### config.mk
export PLATFORM = sky130hd
export DESIGN_NAME = temperature_alarm_controller_unit
export DESIGN_NICKNAME = d
export VERILOG_FILES = /design/src/sv/tac_pkg.sv /design/src/sv/temperature_alarm_controller_unit.sv
export SDC_FILE = /design/constraint.sdc
export NUM_CORES = 1
export LEC_CHECK = 0
export BUFFER_PORTS_ARGS = -buffer_cell sky130_fd_sc_hd__buf_2
export CELL_PAD_IN_SITES_DETAIL_PLACEMENT = 1
export CELL_PAD_IN_SITES_GLOBAL_PLACEMENT = 2
export CORE_ASPECT_RATIO = 0.8
export CORE_MARGIN = 3
export CORE_UTILIZATION = 38
export DETAILED_ROUTE_END_ITERATION = 10
export GPL_TIMING_DRIVEN = 0
export PLACE_DENSITY_LB_ADDON = 0.12
export SLEW_MARGIN = 25
export SYNTH_ARGS = -nofsm -noshare
export SYNTH_HDL_FRONTEND = slang
export SYNTH_SLANG_ARGS = --single-unit
### constraint.sdc
create_clock -name clk -period 6.15 [get_ports clk]
set_clock_uncertainty 0.1 [all_clocks]
set_input_delay 1.23 -clock clk [delete_from_list [all_inputs] [get_ports clk]]
set_output_delay 1.23 -clock clk [all_outputs]
set_load 0.05 [all_outputs]
### src/sv/tac_pkg.sv
// Types, codes and sizes shared by the temperature alarm controller.
// No dependencies.
`default_nettype none

package tac_pkg;

  localparam int MAX_DIGITS_DEFAULT = 3;
  localparam int CNT_W              = 2;
  localparam int DIGIT_W            = 4;

  localparam logic [7:0] BLINK_TICKS_RESET = 8'd10;

  // Keypad codes
  localparam logic [7:0] KEY_ONE    = 8'd1;
  localparam logic [7:0] KEY_ZERO   = 8'd10;
  localparam logic [7:0] KEY_CANCEL = 8'd12;
  localparam logic [7:0] KEY_ARM    = 8'd13;
  localparam logic [7:0] KEY_ENTRY  = 8'd15;

  // Serial bytes
  localparam logic [7:0] CHAR_GO      = 8'h47;  // 'G'
  localparam logic [7:0] CHAR_CANCEL  = 8'h43;  // 'C'
  localparam logic [7:0] CHAR_OK      = 8'h4F;  // 'O'
  localparam logic [7:0] CHAR_SILENCE = 8'h53;  // 'S'
  localparam logic [7:0] CHAR_0       = 8'h30;  // '0'
  localparam logic [7:0] CHAR_9       = 8'h39;  // '9'

  typedef enum logic [1:0] {
    OP_TICK   = 2'd0,
    OP_KEY    = 2'd1,
    OP_SERIAL = 2'd2,
    OP_SAMPLE = 2'd3
  } op_t;

  typedef enum logic [1:0] {
    MODE_MONITOR = 2'd0,
    MODE_KEYPAD  = 2'd1,
    MODE_SERIAL  = 2'd2,
    MODE_ALARM   = 2'd3
  } mode_t;

  typedef struct packed {
    logic [1:0] opcode;
    logic [7:0] event_value;
  } event_t;

  typedef struct packed {
    logic [1:0]         mode;
    logic               alarm_enabled;
    logic [7:0]         threshold;
    logic [7:0]         current_temp;
    logic               buzzer_on;
    logic               echo_valid;
    logic [DIGIT_W-1:0] echo_digit;
    logic [1:0]         echo_slot;
  } status_t;

endpackage

`default_nettype wire

### src/sv/temperature_alarm_controller_unit.sv
// Temperature alarm controller: mode sequencing, threshold entry and buzzer blink.
// Depends on tac_pkg for event/status structs, modes and key/byte codes.
`default_nettype none

//  channel  | direction | handshake             | beat
//  ---------+-----------+-----------------------+------------------------------
//  in       | in        | in_valid / in_stall   | event_t: opcode, event_value
//  out      | out       | out_valid / out_stall | status_t: one per input event
//  cfg      | in        | cfg_valid / cfg_ready | blink_ticks (8 bit)
//
// One event per cycle while in_stall is low: the event and the held state feed
// one pass of decode logic, the state registers update at acceptance and the
// status beat lands in the output register on the same edge.
// in_stall rises only while the output register holds a beat that is stalled;
// a beat leaving in the same cycle frees the slot for the next event.
// Synchronous reset clears mode, flags, threshold, counters and blink_ticks (10).
// cfg_ready is always high; write blink_ticks only while the block is idle.

module temperature_alarm_controller_unit
  import tac_pkg::*;
#(
  parameter int MAX_DIGITS = MAX_DIGITS_DEFAULT  // 1..3
) (
  input  wire logic     clk,
  input  wire logic     rst,
  input  wire logic     in_valid,
  output      logic     in_stall,
  input  wire event_t   in_item,
  output      logic     out_valid,
  input  wire logic     out_stall,
  output      status_t  out_item,
  input  wire logic     cfg_valid,
  output      logic     cfg_ready,
  input  wire logic [7:0] cfg_data
);

  // Architectural state
  logic [7:0]         blink_ticks;
  mode_t              mode_reg;
  logic               armed;
  logic [7:0]         limit;
  logic [7:0]         temp_reg;
  logic [CNT_W-1:0]   digit_count;
  logic [7:0]         blink_count;
  logic               drive_level;
  logic [DIGIT_W-1:0] digits [MAX_DIGITS];

  // Next values
  mode_t              mode_next;
  logic               armed_next;
  logic [7:0]         limit_next;
  logic [7:0]         temp_next;
  logic [CNT_W-1:0]   count_next;
  logic [7:0]         blink_next;
  logic               drive_next;
  logic               take_digit;
  logic [DIGIT_W-1:0] digit_val;
  logic [7:0]         folded;
  status_t            result;

  logic accept;

  // The output register is the only place a beat can wait.
  assign in_stall  = out_valid & out_stall;
  assign accept    = in_valid & ~in_stall;
  assign cfg_ready = 1'b1;

  // Fold the entered digits into a threshold, decimal, modulo 256.
  always_comb begin
    folded = '0;
    for (int i = 0; i < MAX_DIGITS; i++) begin
      if (CNT_W'(i) < digit_count) begin
        folded = {folded[4:0], 3'b000} + {folded[6:0], 1'b0}
               + {{(8-DIGIT_W){1'b0}}, digits[i]};
      end
    end
  end

  // Next-state logic for one event.
  always_comb begin
    logic [7:0] v;
    logic [7:0] v_ascii;
    logic       do_check;
    logic       room;

    v          = in_item.event_value;
    v_ascii    = v - CHAR_0;
    do_check   = 1'b0;
    room       = digit_count < CNT_W'(MAX_DIGITS);

    mode_next  = mode_reg;
    armed_next = armed;
    limit_next = limit;
    temp_next  = (in_item.opcode == OP_SAMPLE) ? v : temp_reg;
    count_next = digit_count;
    blink_next = blink_count;
    drive_next = drive_level;
    take_digit = 1'b0;
    digit_val  = '0;

    unique case (mode_reg)
      MODE_MONITOR: begin
        if (in_item.opcode == OP_SAMPLE) begin
          do_check = 1'b1;
        end else if (in_item.opcode == OP_KEY) begin
          if (v == KEY_ENTRY) begin
            mode_next  = MODE_KEYPAD;
            count_next = '0;
          end else if (v == KEY_ARM) begin
            armed_next = ~armed;
            do_check   = 1'b1;
          end
        end else if (in_item.opcode == OP_SERIAL && v == CHAR_GO) begin
          mode_next  = MODE_SERIAL;
          count_next = '0;
        end
      end
      MODE_KEYPAD: begin
        if (in_item.opcode == OP_KEY) begin
          if (v == KEY_CANCEL) begin
            mode_next = MODE_MONITOR;
            do_check  = 1'b1;
          end else if (v == KEY_ENTRY) begin
            limit_next = folded;
            mode_next  = MODE_MONITOR;
            do_check   = 1'b1;
          end else if (v >= KEY_ONE && v <= KEY_ZERO && room) begin
            take_digit = 1'b1;
            digit_val  = (v == KEY_ZERO) ? '0 : v[DIGIT_W-1:0];
          end
        end
      end
      MODE_SERIAL: begin
        if (in_item.opcode == OP_SERIAL) begin
          if (v == CHAR_CANCEL) begin
            mode_next = MODE_MONITOR;
            do_check  = 1'b1;
          end else if (v == CHAR_OK) begin
            limit_next = folded;
            mode_next  = MODE_MONITOR;
            do_check   = 1'b1;
          end else if (v >= CHAR_0 && v <= CHAR_9 && room) begin
            take_digit = 1'b1;
            digit_val  = v_ascii[DIGIT_W-1:0];
          end
        end
      end
      MODE_ALARM: begin
        if (in_item.opcode == OP_TICK) begin
          // Toggle once the count reaches blink_ticks, then advance and saturate.
          if (blink_count >= blink_ticks) begin
            drive_next = ~drive_level;
            blink_next = 8'd1;
          end else if (blink_count != 8'hFF) begin
            blink_next = blink_count + 8'd1;
          end
        end else if (in_item.opcode == OP_SAMPLE) begin
          if (v < limit) begin
            mode_next  = MODE_MONITOR;
            blink_next = '0;
            drive_next = 1'b0;
          end
        end else if ((in_item.opcode == OP_KEY && v == KEY_CANCEL) ||
                     (in_item.opcode == OP_SERIAL && v == CHAR_SILENCE)) begin
          // Silence: drop the alarm and disarm.
          armed_next = 1'b0;
          mode_next  = MODE_MONITOR;
          blink_next = '0;
          drive_next = 1'b0;
        end
      end
      default: begin
        mode_next = mode_reg;
      end
    endcase

    if (take_digit) begin
      count_next = digit_count + CNT_W'(1);
    end

    // Alarm check against the updated flag, sample and threshold.
    if (do_check && armed_next && temp_next >= limit_next) begin
      mode_next  = MODE_ALARM;
      blink_next = '0;
      drive_next = 1'b0;
    end
  end

  // Status beat for this event.
  always_comb begin
    result.mode          = mode_next;
    result.alarm_enabled = armed_next;
    result.threshold     = limit_next;
    result.current_temp  = temp_next;
    result.buzzer_on     = drive_next;
    result.echo_valid    = take_digit;
    result.echo_digit    = take_digit ? digit_val : '0;
    result.echo_slot     = take_digit ? digit_count : '0;
  end

  // Control and state registers.
  always_ff @(posedge clk) begin
    if (rst) begin
      blink_ticks <= BLINK_TICKS_RESET;
      mode_reg    <= MODE_MONITOR;
      armed       <= 1'b0;
      limit       <= '0;
      temp_reg    <= '0;
      digit_count <= '0;
      blink_count <= '0;
      drive_level <= 1'b0;
      out_valid   <= 1'b0;
    end else begin
      if (cfg_valid && cfg_ready) begin
        blink_ticks <= cfg_data;
      end
      if (accept) begin
        mode_reg    <= mode_next;
        armed       <= armed_next;
        limit       <= limit_next;
        temp_reg    <= temp_next;
        digit_count <= count_next;
        blink_count <= blink_next;
        drive_level <= drive_next;
        out_valid   <= 1'b1;
      end else if (!out_stall) begin
        out_valid <= 1'b0;
      end
    end
  end

  // Digit store and output payload: no reset needed.
  always_ff @(posedge clk) begin
    if (accept) begin
      out_item <= result;
      for (int i = 0; i < MAX_DIGITS; i++) begin
        if (take_digit && digit_count == CNT_W'(i)) begin
          digits[i] <= digit_val;
        end
      end
    end
  end

endmodule

`default_nettype wire

== Yosys cells after proc, flatten, opt, wreduce, memory -nomap -nowiden ==
Memories as Yosys holds them, arrays and structs flattened.
Index checks and enable logic that the tools add are counted.
Storage, ports and cells
  bits in registers: 66
  bits in latches: 0
  bits in writable memories: 12
  ROM bits: 0
  input port bits: 23
  output and inout port bits: 30
  memories: 1
Operators by class
  add/sub/neg operators: 7
  multipliers: 0
  divide/modulo/power cells: 0
  magnitude comparators: 11
  equality and inequality tests: 22
  shift operators: 0
  multiplexer cells: 103
  bitwise logic cells: 5
  reductions and logical operators: 24
Memory list
  digits: words 3, width 4, read ports 3, clocked after memory_dff 0, write ports 1, line temperature_alarm_controller_unit.sv:46  | logic [DIGIT_W-1:0] digits [MAX_DIGITS];
Operator list (count)
  8-bit 2-to-1 mux: 17
  4-bit 2-to-1 mux: 12
  2-bit 2-to-1 mux: 23
  1-bit 2-to-1 mux: 45
  8-bit by 4-bit equality test with 1-bit output (second input constant): 4
  8-bit by 7-bit equality test with 1-bit output (second input constant): 4
  8-bit by 4-bit adder with 8-bit output: 2
  8-bit adder: 2
  8-bit >= comparator: 2
  8-bit case mux with 2 select lines: 1
  1-bit logical AND: 12
  2-bit equality test (second input constant): 5
  5-bit AND reduction: 2
  8-bit by 1-bit adder with 8-bit output (second input constant): 1
  8-bit by 1-bit >= comparator with 1-bit output (second input constant): 1
  8-bit by 6-bit >= comparator with 1-bit output (second input constant): 1
  8-bit by 4-bit <= comparator with 1-bit output (second input constant): 1
  8-bit by 6-bit <= comparator with 1-bit output (second input constant): 1
  8-bit less-than comparator: 1
  8-bit != test (second input constant): 1
  2-bit case mux with 4 select lines: 1
  4-bit case mux with 2 select lines: 1
  4-bit OR reduction: 2
  2-bit by 1-bit equality test with 1-bit output (second input constant): 3
  19 further kinds: 27

== Longest topological paths before layout ==
Gate-level depths: netlist (run 1).
  word-level depth: 16
  depth in mapped cells: 25

== Worst setup path before layout (run 1) ==
OpenSTA, ideal clock, no wires.
  path kind: register to register
  start point: reg digit_count[1]
  end point: reg blink_count[1]
  arrival: 5417 ps
  required time: 5981 ps
  setup slack: 564 ps
  stages on the path, launching flop included: 25
  path buffers: 0
  clock period less this slack: 5586 ps
  path through: dfxtp_1 inv_2 ha_1 nor2b_1 ha_1 ha_1 fa_1 mux2_2 ha_1 ha_1 o21ai_0 o21bai_1 a21oi_1 xnor2_1 xor2_1 a211o_1 and2_1 ha_1 a2111oi_0 nand2_1 a21oi_1 a2111oi_4 a21o_1 or4_1 o21ai_1
Between the ends
  cells in the longest elaborated chain, start to end: 16
  elaborated cells on any way between the ends: 25
  classes of those cells: 4 x add/sub; 4 x order compare; 2 x eq/ne; 11 x mux; 4 x reduce/logical
RTL lines
  from (decl): line temperature_alarm_controller_unit.sv:43  | logic [CNT_W-1:0] digit_count;
  from (signal assigned): line temperature_alarm_controller_unit.sv:222  | digit_count <= count_next;
  1-bit by 2-bit less-than comparator with 1-bit output: line temperature_alarm_controller_unit.sv:72  | if (CNT_W'(i) < digit_count) begin
  4-bit 2-to-1 mux: line temperature_alarm_controller_unit.sv:72
  8-bit adder: line temperature_alarm_controller_unit.sv:73  | folded = {folded[4:0], 3'b000} + {folded[6:0], 1'b0}
  8-bit by 4-bit adder with 8-bit output: line temperature_alarm_controller_unit.sv:74  | + {{(8-DIGIT_W){1'b0}}, digits[i]};
  8-bit 2-to-1 mux: line temperature_alarm_controller_unit.sv:72
  8-bit adder: line temperature_alarm_controller_unit.sv:73
  8-bit by 4-bit adder with 8-bit output: line temperature_alarm_controller_unit.sv:74
  8-bit 2-to-1 mux *: line temperature_alarm_controller_unit.sv:72
  8-bit 2-to-1 mux (on tied branches): line temperature_alarm_controller_unit.sv:138, temperature_alarm_controller_unit.sv:123
  8-bit 2-to-1 mux (on tied branches): line temperature_alarm_controller_unit.sv:135, temperature_alarm_controller_unit.sv:120
  8-bit 2-to-1 mux (on tied branches): line temperature_alarm_controller_unit.sv:134, temperature_alarm_controller_unit.sv:119
  8-bit case mux with 2 select lines *: line temperature_alarm_controller_unit.sv:101  | unique case (mode_reg)
  8-bit >= comparator *: line temperature_alarm_controller_unit.sv:182  | if (do_check && armed_next && temp_next >= limit_next) begin
  1-bit logical AND *: line temperature_alarm_controller_unit.sv:182
  4-bit by 1-bit != test with 1-bit output (no source line), or another cell as far along
  5-bit AND reduction (no source line)
  to (signal assigned): line temperature_alarm_controller_unit.sv:223  | blink_count <= blink_next;
  to (decl): line temperature_alarm_controller_unit.sv:44  | logic [7:0] blink_count;
Mark *: on every way between the ends. The rest lies on a longest branch, timed or not.
A chain may end at the register's enable or synchronous reset.

== Worst setup path in the final report (run 1) ==
Ends and elaborated chain as after synthesis.

==> summary.md, run 1 <==
| Metric | Value |
|---|---|
| Outcome | `finished clean` |
| FMAX | `roughly 170 MHz` |
| Post-Syn Area | `approximately 0.0049 sq mm` |
| CTS tree | `done` |
| Synth area leaders | `edfxtp_1 24%, dfxtp_1 16%, ha_1 13%` |
| Hpwl dp | `roughly 11000 microns` |
| Max_cap viols | `0` |
| Worst reg2reg path depth | `24` |
| Fraction of layout cells with a size suffix above 1 | `18.2%` |
| Reg2reg start | `digit_count[1]` |
| Most frequent cell after synthesis | `ha_1` |
| P&R area growth vs syn | `17.4%` |
| WHS Endpoint | `temp_reg[1]` |
| Cell Rows | `36` |
| NetSw | `0.000384 W` |
| Post-synth cell types | `65` |
| Via count | `4083` |
| Worst rel slew slack | `around two fifths` |
| Most used flip-flop cell after synthesis | `edfxtp_1` |
| Min-delay worst type | `reg2reg` |
| FF-to-FF setup slack | `0.29 ns` |
| Vias per cell | `around 5.4` |
| Synth Instances | `around 520` |
| Initial core utilization | `around two fifths` |
| Asr flop ratio synth | `0%` |
| Maximum VDD drop | `between 0.1 and 0.15 mV` |
| Flop pwr share | `a little over two fifths` |
| Drt pass-1 iters | `5` |
| WP data required | `6.32 ns` |
| Drt drc | `0` |
| Largest Register | `out_item` |
| Final setup fails | `0` |
| Worst-path clk slew | `0.07 ns` |
| Post-DRT Antenna Nets | `0` |
| Clock latency on the worst-skew pair | `~0.34 ns` |
| Crit end category | `flop` |
| Startpoint types | `flop` |
| YS warnings | `0` |
| GP Congestion | `about 0.84` |
| Crit Path Category | `reg2reg` |
| Nets | `658` |
| Seq/Total Area, Yosys | `between 30% and 40%` |
| Total Power | `0.00133 W` |
| Worst Max-Slew Pin Slew | `approximately 0.90 ns` |
| I/O pin count | `53` |
| CORE AREA | `between 0.01 and 0.015 sq mm` |
| Largest net degree at the start of global routing | `27` |
| Ant diodes | `0` |
| Final TNS setup | `0 ns` |
| Commonest cells post-synth | `53 x ha_1, 52 x nand2_1, 46 x inv_1` |
| Die Y | `108 microns` |
| Final Cycle Share | `a little over nine tenths` |
| Worst R2R End | `blink_count[1]` |
| Regs by FF count | `out_item x27, digits x12` |
| Chip Width | `134 microns` |
| Synth Register Bits | `78` |
| Area share of the largest cell type after synthesis | `23.7%` |
| Power per Cell Area | `229 mW/mm^2` |
| IO Port Bufs | `50` |
| Pleak | `2.47 nW` |
| Root buffer cell | `clkbuf_16` |
| Hold Path Cell Cnt | `2` |
| Placed cell area | `approximately 0.0054 sq mm` |
| Max-slew violations | `0` |
| Fin area | `slightly below 0.006 sq mm` |
| CTS H-tree depth | `3` |
| 1st-iter DRT viols | `roughly 240` |
| DIE AREA | `0.0144 sq mm` |
| Aggregate global routing overflow | `0` |
| Max Buffers Root-to-Sink | `2` |
| EDFF count, synth | `39` |
| Fin. Hold Viols | `0` |
| RSZ-0062 raised after global routing | `false` |
| Worst path arrival time | `6.03 ns` |
| Synth Net Count | `between 500 and 600` |
| Max FFs per register | `27` |
| Tot GR Track Use | `between 20% and 30%` |
| Initial antenna violation count | `0` |
| Comb power frac | `16.3%` |
| CP Max Fanout | `10` |
| TritonCTS buffer count | `9` |
| Largest area contributor in the netlist | `edfxtp_1` |
| Clock share of power | `between 40 and 50%` |
| First-pass GRT wire length | `approximately 23000 microns` |
| Final wirelength | `14200 microns` |
| Number of global-route vias before repair | `around 4200` |
| WL per Instance | `18.8 microns` |
| HP Start | `temp_reg[1]` |
| Cts hold-fix bufs | `0` |
| CTS Sinks | `between 70 and 80` |
| Syn Area/Cell | `around 9.6 sq um` |
| Internal power | `0.000947 W` |
| Post-layout util | `a little under half` |
| Sw Share | `28.9%` |
| Fin crit period | `about 5.9 ns` |
## worst max-delay path: stages, from the launching register on
cell and delay [ns]:
dfxtp_4 0.41, inv_4 0.09, ha_4 0.20, nor2b_4 0.13
ha_1 0.24, ha_1 0.25, fa_1 0.44, mux2_2 0.31
ha_1 0.30, ha_1 0.35, o21ai_0 0.17, o21bai_1 0.10
a21oi_2 0.17, xnor2_2 0.10, xor2_1 0.15, a211o_1 0.34
and2_1 0.18, ha_1 0.24, a2111oi_2 0.35, nand2_1 0.10
a21oi_2 0.20, a2111oi_4 0.11, a21o_2 0.27, or4_1 0.41
o21ai_1 0.09
## placed cells by master, fill, tap and decap left out, types with 7 or more instances in the layout
cell type	instances
mux2i_1	10
buf_2	51
and2_1	12
nor2_1	39
xnor2_1	7
a21o_1	8
clkbuf_1	12
mux2_2	14
or3_1	7
clkbuf_16	9
ha_1	52
nand3_1	12
o21ai_0	17
edfxtp_1	39
a211oi_1	13
a21oi_1	21
dfxtp_1	37
inv_1	46
nor2b_1	8
nand2_1	52
## worst max-delay path by stage
stage                        start             end  slack (ns)  cells after the start
global route        digit_count[1]  blink_count[1]        0.02                     25
detailed placement  digit_count[1]  blink_count[1]       -0.44                     24
floorplan           digit_count[1]  blink_count[1]        0.56                     24
finish              digit_count[1]  blink_count[1]        0.29                     24
CTS                 digit_count[0]  blink_count[1]        0.01                     24
global placement    digit_count[1]  blink_count[1]       -0.21                     25
## layer usage
metal	share of wire, %	GRT usage (%)	up-vias
met5	0	0	-
met4	0.68	3.30	0
met3	4.4	3.30	12
met2	43	31.1	102
met1	52	31.4	1995
li1	-	-	1974
## power groups by stage
stage          clock (W)  sequential, W  combinational [W]
6_report        0.000536       0.000579           0.000217
5_1_grt         0.000566       0.000581           0.000237
4_1_cts         0.000544       0.000579           0.000215
3_5_place_dp           0       0.000590           0.000212
3_3_place_gp           0       0.000590           0.000205
2_1_floorplan          0       0.000632           0.000103
## logic make-up after synthesis
logic type	count (synthesis)	synth area share [%]
muxes	25	5.44
DFF	78	39.5
other	1	0.0759
adders and majority gates	57	14.8
xor gates and xnor gates	13	2.58
AOI/OAI and AO/OA	109	15.8
buffers and inverters	66	5.11
and+or+nand+nor	167	16.6
## timing repair
action,4_1_cts,5_1_grt
pin swaps,0,2
endpoints found under the setup margin,14,12
setup buffers,0,1
resized for setup,9,9
gates cloned,0,0
## metrics by stage
step | worst slack, ns | cells | hold WS (ns)
5_1_grt | 0.0224 | 755 | 0.386
3_5_place_dp | -0.442 | 738 | 0.355
3_3_place_gp | -0.208 | 737 | 0.339
6_report | 0.291 | 755 | 0.363
2_1_floorplan | 0.564 | 516 | 0.334
4_1_cts | 0.00991 | 754 | 0.364
## layout make-up
| cell class | instances | area [sq um] |
|---|---|---|
| inverters | 49 | 186 |
| clock inverters | 6 | 62.6 |
| plain buffers | 17 | 70.1 |
| multi-input cells | 372 | 2810 |
| well taps | 171 | 214 |
| repair buffers | 52 | 278 |
| flip-flops and latches | 78 | 1960 |
| fillers | 1464 | 6630 |
| clock buffers | 10 | 229 |
No activity file was read; power rests on OpenSTA's default activity.
==> run 2: changes to the inputs <==
Settings changed: CORE_MARGIN 3 to 4, REMOVE_ABC_BUFFERS set to 1.
==> summary.md, run 2 (synthesized netlist as in run 1, its figures left out) <==
| Metric | Value |
|---|---|
| I/O pin count | `53 (unchanged)` |
| Maximum VDD drop | `0.142 mV (+15%)` |
| Outcome | `finished clean` |
| CP Max Fanout | `10 (unchanged)` |
| Worst path arrival time | `6.00 ns (-0.03 ns)` |
| Crit Path Category | `reg2reg` |
| Root buffer cell | `clkbuf_16` |
| Most frequent cells in the layout | `52 x nand2_1, 51 x ha_1, 51 x buf_2` |
| Fin. Hold Viols | `0 (unchanged)` |
| Worst Max-Slew Pin Slew | `1.02 ns (+0.121 ns)` |
| Hold Path Cell Cnt | `2 (unchanged)` |
| Worst R2R End | `blink_count[1]` |
| Post-layout util | `46.1% (-0.52 points)` |
| Final wirelength | `13400 microns (-6.0%)` |
| Worst reg2reg path depth | `25 (+4.2%)` |
| Commonest non-fill, non-tap cell in the layout | `nand2_1` |
| Tot GR Track Use | `18.9% (-1.6 points)` |
| Via count | `3912 (-4.2%)` |
| Final setup fails | `0 (unchanged)` |
| Finished Layout Cells | `738 (-2.3%)` |
| Number of global-route vias before repair | `4027 (-4.3%)` |
| Reg2reg start | `digit_count[1]` |
| Cell Rows | `36 (unchanged)` |
| Final Cycle Share | `94.6% (-0.65 points)` |
| Regs by FF count | `out_item x27, digits x12` |
| Max Buffers Root-to-Sink | `2 (unchanged)` |
| WL per Instance | `18.1 microns (-3.8%)` |
| P&R area growth vs syn | `16.0%` |
| Multi-input logic area | `0.00280 sq mm (about the same)` |
| Die Y | `110 microns (+1.9%)` |
| GP Congestion | `0.837 (-0.29%)` |
| Initial core utilization | `39.8% (unchanged)` |
| CTS H-tree depth | `3 (unchanged)` |
| TritonCTS buffer count | `9 (unchanged)` |
| Ant diodes | `0 (unchanged)` |
| Fin area | `0.00574 sq mm (-1.1%)` |
| Max FFs per register | `27 (unchanged)` |
| Drt pass-1 iters | `4 (-1)` |
| Pleak | `2.44 nW (-1.4%)` |
| CORE AREA | `0.0124 sq mm (unchanged)` |
| WHS Endpoint | `temp_reg[4]` |
| Crit end category | `flop` |
| Final hold slack | `0.361 ns (-0.00214 ns)` |
| 1st-iter DRT viols | `158 (-35%)` |
| Worst rel slew slack | `32.1% (-7.9 points)` |
| Worst-path clk slew | `0.06 ns (about the same)` |
| Max-slew violations | `0 (unchanged)` |
| Clock latency on the worst-skew pair | `0.35 ns (about the same)` |
| Startpoint types | `flop` |
| Drt drc | `0 (unchanged)` |
| Largest net degree at the start of global routing | `31 (+15%)` |
| Fin crit period | `5.82 ns (-0.0398 ns)` |
| Placed cell area | `0.00537 sq mm (-1.2%)` |
| Power per Cell Area | `234 mW/mm^2 (+2.1%)` |
| CTS Sinks | `78 (unchanged)` |
| Largest Register | `out_item` |
| Hpwl dp | `10100 microns (-9.3%)` |
| Min-delay worst type | `reg2reg` |
| FMAX | `172 MHz (+0.68%)` |
| FF-to-FF setup slack | `0.33 ns (+0.04 ns)` |
| Vias per cell | `5.30 (-2.0%)` |
| Register area | `0.00196 sq mm (unchanged)` |
| Cts hold-fix bufs | `0 (unchanged)` |
| IO Port Bufs | `51 (+2.0%)` |
| Inst Count DP | `722 (-2.2%)` |
| DIE AREA | `0.0149 sq mm (+3.4%)` |
| WP data required | `6.33 ns (about the same)` |
| Aggregate global routing overflow | `0 (unchanged)` |
| Initial antenna violation count | `0 (unchanged)` |
| Max_cap viols | `0 (unchanged)` |
| Post-DRT Antenna Nets | `0 (unchanged)` |
| Chip Width | `136 microns (+1.5%)` |
| FILL cells | `1483 (+1.3%)` |
| First-pass GRT wire length | `21500 microns (-6.9%)` |
| Nets | `641 (-2.6%)` |
| CTS tree | `done` |
| HP Start | `temp_reg[4]` |
| Fraction of layout cells with a size suffix above 1 | `18.5% (+0.37 points)` |
| RSZ-0062 raised after global routing | `false` |
==> run 2: worst max path at each step <==
stage | endpoint | startpoint | cells past startpoint | slack [ns]
3_5_place_dp | blink_count[1] | digit_count[1] | 24 | -0.44
2_1_floorplan | blink_count[1] | digit_count[1] | 24 | 0.56
3_3_place_gp | blink_count[1] | digit_count[1] | 24 | -0.39
4_1_cts | blink_count[1] | digit_count[1] | 24 | 0.01
5_1_grt | blink_count[0] | digit_count[1] | 25 | 0.01
6_report | blink_count[1] | digit_count[1] | 25 | 0.33
==> run 2: critical path, stage by stage, from the launching register on <==
cell	delay [ns]
dfxtp_4	0.41
inv_2	0.13
ha_4	0.22
nor2b_4	0.15
ha_1	0.25
ha_1	0.23
fa_1	0.41
xnor2_1	0.29
nor2_1	0.07
ha_1	0.30
ha_1	0.34
o21ai_1	0.10
o21bai_1	0.09
a21oi_1	0.18
xnor2_1	0.16
xor2_1	0.09
a211o_1	0.34
and2_1	0.17
ha_1	0.22
a2111oi_2	0.33
nand2_1	0.15
a21oi_4	0.18
a2111oi_4	0.09
a21o_2	0.27
or4_1	0.40
o21ai_1	0.08
==> run 2: repair_timing <==
action | CTS | global route
pin swaps | 0 | 2
endpoints found under the hold margin | 0 | 0
endpoints found under the setup margin | 14 | 13
gates resized for setup | 5 | 13
setup buffers | 0 | 0
==> run 2: routing by layer <==
layer	track usage [%]	wire length, microns	up-vias
met5	0	0	-
met4	5.83	172	0
met3	3.68	529	11
met2	28.4	5530	64
met1	27.6	7140	1896
li1	-	-	1941
==> run 2: layout make-up <==
class / count / area share [%]
multi-input cells: 372 / 48.9
flip-flops and latches: 78 / 34.1
repair buffers: 52 / 4.80
clock buffers: 11 / 4.23
well taps: 171 / 3.73
inverters: 49 / 3.23
clock inverters: 5 / 1.03
==> run 2: report_power, final <==
part | total [W] | internal (W) | switching (W)
Sequential | 0.000578 | 0.000569 | 0.00000954
Combinational | 0.000213 | 0.0000626 | 0.000150
Clock | 0.000552 | 0.000327 | 0.000226
==> run 2: stage by stage <==
stage	setup TNS (ns)	power (W)	worst slack (ns)
after floorplan	0	0.000728	0.564
after global placement	-3.44	0.000792	-0.388
after detailed placement	-4.22	0.000798	-0.439
after CTS	0	0.00135	0.0147
after global routing	0	0.00140	0.0112
final	0	0.00134	0.331
==> run 3: changes to the inputs <==
Settings changed: CORE_MARGIN 4 to not set.
==> summary.md, run 3 (synthesized netlist as in run 1, its figures left out) <==
| Metric | Value |
|---|---|
| Outcome | `finished clean` |
| Fin area | `0.00576 sq mm (+0.48%)` |
| WP data required | `6.28 ns (-0.05 ns)` |
| Max_cap viols | `0 (unchanged)` |
| Power per Cell Area | `237 mW/mm^2 (+1.2%)` |
| Crit end category | `flop` |
| Largest net degree at the start of global routing | `31 (unchanged)` |
| Cell Rows | `36 (unchanged)` |
| Tot GR Track Use | `21.3% (+2.4 points)` |
| Most frequent cells in the layout | `52 x nand2_1, 52 x ha_1, 51 x buf_2` |
| Ant diodes | `0 (unchanged)` |
| TritonCTS buffer count | `9 (unchanged)` |
| 1st-iter DRT viols | `152 (-3.8%)` |
| Chip Width | `130 microns (-4.4%)` |
| DIE AREA | `0.0135 sq mm (-9.6%)` |
| Initial antenna violation count | `0 (unchanged)` |
| Max-slew violations | `0 (unchanged)` |
| Placed cell area | `0.00537 sq mm (unchanged)` |
| Regs by FF count | `out_item x27, digits x12` |
| Post-DRT Antenna Nets | `0 (unchanged)` |
| Final setup fails | `0 (unchanged)` |
| Post-layout util | `46.4% (+0.22 points)` |
| Final Cycle Share | `95.2% (+0.60 points)` |
| FILL cells | `1452 (-2.1%)` |
| Pleak | `2.45 nW (+0.75%)` |
| Largest Register | `out_item` |
| FMAX | `171 MHz (-0.63%)` |
| CTS Sinks | `78 (unchanged)` |
| Drt drc | `0 (unchanged)` |
| Min-delay worst type | `reg2reg` |
| Final setup margin | `0.294 ns (-0.0368 ns)` |
| Final wirelength | `13300 microns (-0.41%)` |
| CORE AREA | `0.0124 sq mm (unchanged)` |
| Startpoint types | `flop` |
| Worst path arrival time | `5.98 ns (-0.02 ns)` |
| GP Congestion | `0.778 (-7.0%)` |
| P&R area growth vs syn | `16.6%` |
| CP Max Fanout | `6 (-4)` |
| CTS tree | `done` |
| CTS H-tree depth | `3 (unchanged)` |
| Aggregate global routing overflow | `0 (unchanged)` |
| Max FFs per register | `27 (unchanged)` |
| Drt pass-1 iters | `4 (unchanged)` |
| Fin crit period | `5.86 ns (+0.0368 ns)` |
| HP Start | `temp_reg[5]` |
| Vias per cell | `5.28 (-0.40%)` |
| RSZ-0062 raised after global routing | `false` |
| Cts hold-fix bufs | `0 (unchanged)` |
| Maximum VDD drop | `0.153 mV (+8.1%)` |
| First-pass GRT wire length | `21700 microns (+0.80%)` |
| Hpwl dp | `10200 microns (+1.2%)` |
| Die Y | `104 microns (-5.5%)` |
| CP startpoint | `digit_count[0]` |
| Fin. Hold Viols | `0 (unchanged)` |
| WL per Instance | `18.0 microns (-0.81%)` |
| Worst rel slew slack | `30.8% (-1.3 points)` |
| Crit Path Category | `reg2reg` |
| Fraction of layout cells with a size suffix above 1 | `18.6% (+0.078 points)` |
| Number of global-route vias before repair | `4146 (+3.0%)` |
| IO Port Bufs | `51 (unchanged)` |
| Reg2reg start | `digit_count[0]` |
| Via count | `3912 (unchanged)` |
| Final TNS setup | `0 ns (unchanged)` |
| Initial core utilization | `39.8% (unchanged)` |
| Place WS | `-0.552 ns (-0.113 ns)` |
| Max Buffers Root-to-Sink | `2 (unchanged)` |
| Root buffer cell | `clkbuf_16` |
| Nets | `644 (+0.47%)` |
| Clock latency on the worst-skew pair | `0.35 ns (about the same)` |
| Worst-path clk slew | `0.06 ns (about the same)` |
| I/O pin count | `53 (unchanged)` |
| Worst Max-Slew Pin Slew | `1.04 ns (+0.0188 ns)` |
[run 3: worst paths after layout]
check / endpoint / slack (ns) / cells after the start
max: blink_count[0] / 0.29 / 24
min reg2reg: temp_reg[5] / 0.36 / 2
min: temp_reg[5] / 0.36 / 2
max reg2reg: blink_count[0] / 0.29 / 24
[run 3: metrics by stage]
step                      hold WS [ns]  power [W]  instances
after floorplan                  0.328   0.000728        499
after global placement           0.339   0.000790        721
after detailed placement         0.347   0.000797        722
after CTS                        0.356    0.00138        738
after global routing             0.384    0.00142        741
final                            0.357    0.00137        741
[run 3: final cells by class]
| class | count | area (sq um) | share of cell area [%] |
|---|---|---|---|
| clock buffers | 9 | 225 | 3.91 |
| clock inverters | 7 | 96.3 | 1.67 |
| inverters | 49 | 188 | 3.26 |
| multi-input cells | 372 | 2790 | 48.3 |
| flip-flops and latches | 78 | 1960 | 33.9 |
| well taps | 171 | 214 | 3.71 |
| repair buffers | 55 | 298 | 5.17 |
[run 3: metal layers]
layer | global-route usage [%] | vias to the layer above | wire length [microns]
met1 | 30.7 | 1892 | 7020
met4 | 5.81 | 0 | 148
met5 | 0 | - | 0
met2 | 32.1 | 69 | 5650
li1 | - | 1939 | -
met3 | 4.27 | 12 | 489
[run 3: timing repair]
item,in CTS,in global routing
setup buffers,0,3
resized for setup,8,9
pin swaps,0,4
endpoints found under the setup margin,14,10
[run 3: critical path: stages (launching register included)]
cell       delay (ns)
dfxtp_2          0.38
inv_1            0.10
ha_4             0.20
nor2b_4          0.16
ha_1             0.25
ha_1             0.23
fa_1             0.42
mux2_2           0.32
ha_1             0.30
ha_1             0.25
a211oi_2         0.22
o21bai_1         0.12
a21oi_1          0.17
xnor2_1          0.16
xor2_1           0.11
a211o_1          0.34
and2_1           0.17
ha_1             0.23
a2111oi_2        0.35
nand2_1          0.13
a21oi_2          0.20
a2111oi_4        0.10
a22oi_2          0.27
nor2_1           0.10
mux2_1           0.35
[run 3: report_power, final]
part,internal [W],switching (W)
sequential,0.000569,0.00000988
clock,0.000356,0.000222
combinational,0.0000620,0.000147
total,0.000987,0.000379
